===== src/rtl/core/twbc_tag_ram.sv =====
// Tag memory: per set, both ways' tag, valid and dirty, registered read.
// Depends on nothing.
module twbc_tag_ram #(
  parameter int SW = 5,
  parameter int EW = 25
) (
  input  logic            clk,
  input  logic            we,
  input  logic [SW-1:0]   waddr,
  input  logic [2*EW-1:0] wdata,
  input  logic [SW-1:0]   raddr,
  output logic [2*EW-1:0] rdata
);
  logic [2*EW-1:0] mem [2**SW];
  always_ff @(posedge clk) begin
    if (we) mem[waddr] <= wdata;
    rdata <= mem[raddr];
  end
endmodule


===== config.mk =====
export PLATFORM = sky130hd
export DESIGN_NAME = twbc_tag_ram
export DESIGN_NICKNAME = d
export VERILOG_FILES = /design/src/rtl/core/twbc_tag_ram.sv
export SDC_FILE = /design/constraint.sdc
export NUM_CORES = 1
export LEC_CHECK = 0
export BUFFER_PORTS_ARGS = -buffer_cell sky130_fd_sc_hd__buf_2
export CAP_MARGIN = 30
export CORE_AREA = 2 2 401 403
export CTS_CLUSTER_SIZE = 25
export DETAILED_ROUTE_END_ITERATION = 16
export DIE_AREA = 0 0 403 405
export GPL_ROUTABILITY_DRIVEN = 1
export PLACE_DENSITY = 0.63
export RECOVER_POWER = 25
export SYNTH_ARGS = -nofsm -noshare
export SYNTH_HDL_FRONTEND = slang
export SYNTH_SLANG_ARGS = --single-unit

===== constraint.sdc =====
create_clock -name clk -period 6.7 [get_ports clk]
set_clock_uncertainty 0.2 [all_clocks]
set_input_delay 0.67 -clock clk [delete_from_list [all_inputs] [get_ports clk]]
set_output_delay 0.67 -clock clk [all_outputs]
set_load 0.02 [all_outputs]

==> impl_metrics.env, run 1 <==
export IMPL_grt_usage=0.1817
export IMPL_dp_hpwl_um=80790
export IMPL_tritoncts="yes"
export IMPL_r2r_cells=5
export IMPL_syn_to_final_growth_pct=13.01
export IMPL_cp_top_family="simple AND/OR/NAND/NOR gates"
export IMPL_worstSetupPathDepth=4
export IMPL_synth_adder_area_share=0
export IMPL_tightest_slew_ns=1.550
export IMPL_rsz0062_at_grt="false"
export IMPL_p_int_mw=16.69
export IMPL_synth_top_family_by_area="multiplexers"
export IMPL_crit_path_start_kind="input port"
export IMPL_firstDrtPassIters=5
export IMPL_post_route_period_util=0.4570
export IMPL_avgSynthCellArea_um2=18.04
export IMPL_antenna_found_initial=17
export IMPL_powerDensity_nw_per_um2=297.4
export IMPL_syn_inst=3504
export IMPL_cts_hold_buffers=0
export IMPL_synth_area_leaders="edfxtp_1 (76%), mux2i_1 (13%), a22oi_1 (1.8%)"
export IMPL_switchingPower_mw=4.548
export IMPL_die_area_um2=163200
export IMPL_ioPinCount=112
export IMPL_total_leakage_power_nw=24.56
export IMPL_status="finished with violations"
export IMPL_htreeDepth=4
export IMPL_crit_path_cell_trace="buf_2, nand3b_1, nor2_4, buf_4"
export IMPL_power_frac_seq=0.543
export IMPL_ys_warnings_count=0
export IMPL_rr_startpoint="mem[1][13]"
export IMPL_cts_made_buffers=156
export IMPL_clkTransAtPathRegs_ns=0.06
export IMPL_gr_total_overflow=0
export IMPL_pwr_share_comb=0.051
export IMPL_finalWeightedCongestion=0.7537
export IMPL_avgViaCountPerCell=5.479
export IMPL_worst_endpoint_required_ns=6.90
export IMPL_synthXorXnorAreaFrac=0
export IMPL_finalSetupViolations=0
export IMPL_timing_hold_ws_ns=0.2350
export IMPL_finalNetCount=3718
export IMPL_timing_fmax_mhz=326.6
export IMPL_finalSetupTns_ns=0
export IMPL_cts_sinks=1650
export IMPL_hold_viol=0
export IMPL_cts_buffer_depth=3
export IMPL_end_kind="flop"
export IMPL_synth_nets=3566
export IMPL_worstSetupPathType="in2reg"
export IMPL_grt_pass1_vias=31850
export IMPL_dp_cells=5582
export IMPL_post_drt_wl_per_cell_um=25.62
export IMPL_dpl_cell_area_um2=66400
export IMPL_clock_root_buffer="clkbuf_16"
export IMPL_clk_latency_ns=0.80
export IMPL_grt_max_degree=120
export IMPL_fillers=13550
export IMPL_fin_area_um2=71420
export IMPL_violations="max-capacitance violations, max-slew violations"
export IMPL_ir_worst_vdd_mv=0.2597
export IMPL_drt_antenna_violating_nets=0
export IMPL_cts_setup_buffers=0
export IMPL_die_y_um=405
export IMPL_switching_share=0.2141
export IMPL_p_clk_frac=0.406
export IMPL_maxCapViolCount=2
export IMPL_synth_compound_area_frac=0.04851
export IMPL_rows=147
export IMPL_slowest_stage="nor2_4"
export IMPL_critPathArrivalTime_ns=3.27
export IMPL_setup_worst_path_start="waddr[0]"
export IMPL_drv_slew=66
export IMPL_yosysUniqueCellTypes=25
export IMPL_crit_buf_inv=2
export IMPL_synth_simple_gate_area_frac=0.02875
export IMPL_drt_wl_total_um=150400
export IMPL_relSlewSlack=-0.03315
export IMPL_hold_path_depth=1
export IMPL_grt_pass1_wl_um=217900
export IMPL_hold_class="in2reg"
export IMPL_cpPeakStageDelay_ns=1.03
export IMPL_io_buffers=111
export IMPL_final_cells=5873
export IMPL_route_detailed_drc=0
export IMPL_period_minus_slack_ns=3.062
export IMPL_worstPathMaxFanout=29
export IMPL_core_area_um2=159300
export IMPL_initial_core_util=0.3968
export IMPL_vias=32180
export IMPL_die_w_um=403
export IMPL_synth_top_area_share=0.7602
export IMPL_min_from="wdata[5]"
export IMPL_syn_area_um2=63200
export IMPL_synth_seq_cells=1650
export IMPL_ctsResizeCount=0
export IMPL_yosysSeqAreaShare=0.7761
export IMPL_first_iter_violations=3447
export IMPL_synth_largest_area_cell="edfxtp_1"
export IMPL_synthMuxAreaShare=0.1267
export IMPL_drive_gt1_frac=0.1134
export IMPL_finalPower_mw=21.24
## cell families after synthesis
logic type             count (synthesis)
AOI/OAI and AO/OA                    450
buffers and inverters                201
DFF                                 1650
muxes                                800
and+or+nand+nor                      403
## path summary, 6_finish.rpt
check / to / slack (ns)
worst min-delay path: mem[18][5] / 0.24
worst max-delay path: mem[10][27] / 3.64
worst min register to register: rdata[4] / 0.40
worst max register to register: rdata[13] / 4.76
## per-stage QoR
step / setup slack, ns / utilization
after floorplan: 2.615 / -
after global placement: 2.752 / 0.4146
after detailed placement: 2.847 / 0.4169
after CTS: 3.694 / 0.4483
after global routing: 3.553 / 0.4484
final: 3.638 / 0.4484
## cells in the mapped netlist, drive strengths merged
cell	count
or2	1
mux2i	800
and2	1
dfxtp	50
a21oi	150
nand2b	2
a31oi	50
edfxtp	1600
clkbuf	103
nand2	152
or3	1
nor2	34
nor2b	2
a22o	100
nor3	50
or3b	3
nand3	152
nand3b	5
a22oi	150
buf	98
## final cells by class
class / count / area [um2] / area share
sequential: 1650 / 49050 / 0.6867
multi-input combinational: 1653 / 13180 / 0.1845
clock buffer: 219 / 4395 / 0.06154
tap: 2086 / 2610 / 0.03654
timing repair buffer: 195 / 1568 / 0.02195
clock inverter: 67 / 613.1 / 0.008584
antenna: 3 / 7.507 / 0.0001051
## power groups by stage
stage	registers (mW)	clock network, mW	logic, mW
finish	11.5	8.62	1.09
global route	11.5	9.14	1.17
CTS	11.5	8.75	1.10
detailed placement	11.8	0	1.09
global placement	11.8	0	1.07
floorplan	11.8	0	0.595
## cells in the final DEF (no fill, tap or decap), types with 2 or more instances in the layout
| cell | n |
|---|---|
| edfxtp_1 | 1600 |
| clkbuf_8 | 17 |
| dfxtp_1 | 50 |
| a22o_1 | 100 |
| or3b_2 | 3 |
| clkinv_8 | 3 |
| clkbuf_1 | 75 |
| nor2b_4 | 2 |
| nor2_4 | 33 |
| nand3b_1 | 5 |
| clkbuf_16 | 160 |
| nand2_1 | 151 |
| nor3_1 | 50 |
| a31oi_1 | 50 |
| diode_2 | 3 |
| buf_2 | 77 |
| a21oi_1 | 150 |
| clkinvlp_4 | 3 |
| clkinv_2 | 23 |
| bufinv_16 | 7 |
| clkinv_1 | 20 |
| mux2i_1 | 800 |
| buf_4 | 57 |
| inv_16 | 4 |
| nand2b_4 | 2 |
| nand3_1 | 152 |
| buf_16 | 10 |
| buf_12 | 17 |
| inv_6 | 4 |
| a22oi_1 | 150 |
| clkinv_4 | 3 |
## sequential cells by signal, indices dropped and copies added (netlist names)
register  cells
mem        1600
rdata        50
## layer usage
metal | share of wire | global-route usage | vias up | wire length (um)
met3 | 0.068 | 0.03790 | 241 | 10200
met1 | 0.42 | 0.2453 | 16660 | 63640
met5 | 0.00063 | 0 | - | 95
met4 | 0.027 | 0.05920 | 16 | 4001
met2 | 0.48 | 0.2943 | 1014 | 72500
li1 | - | - | 14250 | -
No activity file was read; power rests on OpenSTA's default activity.
==> run 2: changes to the inputs <==
--- a/config.mk
+++ b/config.mk
@@ -12,7 +12,7 @@
 export DETAILED_ROUTE_END_ITERATION = 16
 export DIE_AREA = 0 0 403 405
 export GPL_ROUTABILITY_DRIVEN = 1
-export PLACE_DENSITY = 0.63
+export PLACE_DENSITY = 0.65
 export RECOVER_POWER = 25
 export SYNTH_ARGS = -nofsm -noshare
 export SYNTH_HDL_FRONTEND = slang
==> constraint.sdc (replaced) <==
create_clock -name clk -period 2.6 [get_ports clk]
set_clock_uncertainty 0.2 [all_clocks]
set_input_delay 0.26 -clock clk [delete_from_list [all_inputs] [get_ports clk]]
set_output_delay 0.26 -clock clk [all_outputs]
set_load 0.02 [all_outputs]
==> run 2 against run 1 <==
  * The run now ends clean
  * Non-clock buffer count is 165 higher
  * First-iteration DRC count is 9.1% lower
  * Die area did not move
  * Clock power grew to 2.6 times the previous value
  * Via count grew 3.6%
  * Routed wire length up 2.5%
  * Global-route usage is 0.36 points higher
  * Utilization grew 1.4 points
==> impl_metrics.env, run 2 (synthesis results as in run 1) <==
export IMPL_finalWeightedCongestion=0.7534
export IMPL_cpPeakStageDelay_ns=0.60
export IMPL_io_buffers=111
export IMPL_total_leakage_power_nw=25.57
export IMPL_multi_input_area_um2=13180
export IMPL_worstPathMaxFanout=32
export IMPL_crit_buf_inv=6
export IMPL_drt_antenna_violating_nets=0
export IMPL_crit_path_start_kind="input port"
export IMPL_avgViaCountPerCell=5.519
export IMPL_clkTransAtPathRegs_ns=0.06
export IMPL_critPathArrivalTime_ns=3.01
export IMPL_cts_setup_buffers=0
export IMPL_finalSetupTns_ns=0
export IMPL_end_kind="flop"
export IMPL_grt_pass1_wl_um=221800
export IMPL_timing_fmax_mhz=391.1
export IMPL_drive_gt1_frac=0.1367
export IMPL_powerDensity_nw_per_um2=749.1
export IMPL_power_frac_seq=0.539
export IMPL_rsz0062_at_grt="false"
export IMPL_grt_usage=0.1854
export IMPL_rr_startpoint="mem[1][28]"
export IMPL_drt_wl_total_um=154100
export IMPL_die_w_um=403
export IMPL_clk_latency_ns=0.78
export IMPL_hold_class="in2reg"
export IMPL_cp_top_family="buffers and inverters"
export IMPL_initial_core_util=0.3968
export IMPL_r2r_cells=6
export IMPL_tritoncts="yes"
export IMPL_pwr_share_comb=0.055
export IMPL_rows=147
export IMPL_fin_area_um2=73650
export IMPL_core_area_um2=159300
export IMPL_finalSetupViolations=0
export IMPL_die_area_um2=163200
export IMPL_whs_endpoint="mem[18][39]"
export IMPL_worst_endpoint_required_ns=3.05
export IMPL_tightest_slew_ns=1.418
export IMPL_largest_register="mem"
export IMPL_switchingPower_mw=11.79
export IMPL_min_from="waddr[2]"
export IMPL_dpl_cell_area_um2=68060
export IMPL_r2r_slack_ns=0.88
export IMPL_p_clk_frac=0.406
export IMPL_regArea_um2=49050
export IMPL_ioPinCount=112
export IMPL_dp_hpwl_um=85360
export IMPL_htreeDepth=4
export IMPL_cts_buffer_depth=3
export IMPL_rr_endpoint="rdata[28]"
export IMPL_worstSetupPathType="in2reg"
export IMPL_final_cells=6040
export IMPL_fillers=13360
export IMPL_gr_total_overflow=0
export IMPL_maxCapViolCount=0
export IMPL_final_common_cell="edfxtp_1"
export IMPL_finalNetCount=3885
export IMPL_status="finished clean"
export IMPL_largest_reg_flops=1600
export IMPL_crit_path_cell_trace="dlygate4sd3_1, buf_2, nor2b_4, dlygate4sd3_1, buf_12, buf_12, a22o_1, nor3_1, a31oi_1, buf_4, nand3_1"
export IMPL_die_y_um=405
export IMPL_relSlewSlack=0.05456
export IMPL_period_minus_slack_ns=2.557
export IMPL_firstDrtPassIters=5
export IMPL_p_int_mw=43.38
export IMPL_cts_sinks=1650
export IMPL_top_regs="mem (1600), rdata (50)"
export IMPL_hold_viol=0
export IMPL_cts_made_buffers=158
export IMPL_first_iter_violations=3135
export IMPL_antenna_found_initial=12
export IMPL_finalPower_mw=55.17
export IMPL_ir_worst_vdd_mv=0.7040
export IMPL_switching_share=0.2137
export IMPL_vias=33330
export IMPL_post_drt_wl_per_cell_um=25.52
export IMPL_dp_cells=5692
export IMPL_grt_pass1_vias=32800
export IMPL_clock_root_buffer="clkbuf_16"
export IMPL_drv_slew=0
export IMPL_route_detailed_drc=0
export IMPL_final_cell_mix="edfxtp_1 (1600), mux2i_1 (800), clkbuf_16 (162), nand3_1 (152), nand2_1 (151)"
export IMPL_ctsResizeCount=0
export IMPL_hold_path_depth=3
export IMPL_post_route_period_util=0.9835
export IMPL_grt_max_degree=74
export IMPL_syn_to_final_growth_pct=16.54
export IMPL_slowest_stage="dlygate4sd3_1"
[run 2: cell types whose count changed in the layout (fill, tap and decap cells not counted), sizes merged]
cell,delta
clkinvlp,-1
bufinv,+1
buf,+111
inv,+1
dlygate4sd3,+57
clkinv,-3
clkbuf,+1
[run 2: cell type report]
class,count,area share
flip-flops and latches,1650,0.6660
multi-input cells,1653,0.1790
clock buffers,223,0.06005
repair buffers,360,0.05097
well taps,2086,0.03544
clock inverters,65,0.008528
diodes,3,0.0001019
[run 2: timing repair]
action	in CTS	in global routing
hold buffers	57	0
setup endpoints to repair	0	0
endpoints found under the hold margin	1609	0
[run 2: stage by stage]
step / util / hold slack (ns) / setup WS, ns
3_3_place_gp: 0.4273 / 0.3734 / 0.2735
4_1_cts: 0.4626 / 0.02602 / 0.08376
2_1_floorplan: - / 0.1589 / -0.8003
3_5_place_dp: 0.4273 / 0.3871 / 0.2625
6_report: 0.4624 / 0.08390 / 0.04292
5_1_grt: 0.4624 / 0.07790 / 0.02745
[run 2: worst max path at each step]
stage	end	slack [ns]	cells past startpoint	from
after CTS	rdata[21]	0.08	10	raddr[2]
final	rdata[28]	0.04	11	raddr[2]
after global routing	rdata[7]	0.03	11	raddr[2]
after floorplan	mem[14][0]	-0.80	2	waddr[0]
after detailed placement	mem[18][29]	0.26	4	waddr[3]
after global placement	mem[18][34]	0.27	4	waddr[3]
[run 2: per-layer routing]
metal | global-route usage | wire length (um) | up-vias
met1 | 0.2551 | 66680 | 17420
met3 | 0.03036 | 9312 | 249
met4 | 0.06308 | 4335 | 12
met2 | 0.2996 | 73760 | 1077
met5 | 0 | 61 | -
li1 | - | - | 14580
[run 2: worst register-to-register path: stages, from the launching register on]
cell      delay, ns
edfxtp_1       0.36
mux2i_1        0.16
a22o_1         0.18
nor3_1         0.07
a31oi_1        0.37
buf_4          0.20
nand3_1        0.07
[run 2: power groups by stage]
stage | sequential (mW) | clock [mW] | combinational [mW]
2_1_floorplan | 30.4 | 0 | 1.54
3_3_place_gp | 30.3 | 0 | 2.92
3_5_place_dp | 30.3 | 0 | 2.97
4_1_cts | 29.7 | 22.7 | 3.06
5_1_grt | 29.7 | 23.7 | 3.24
6_report | 29.7 | 22.4 | 3.03
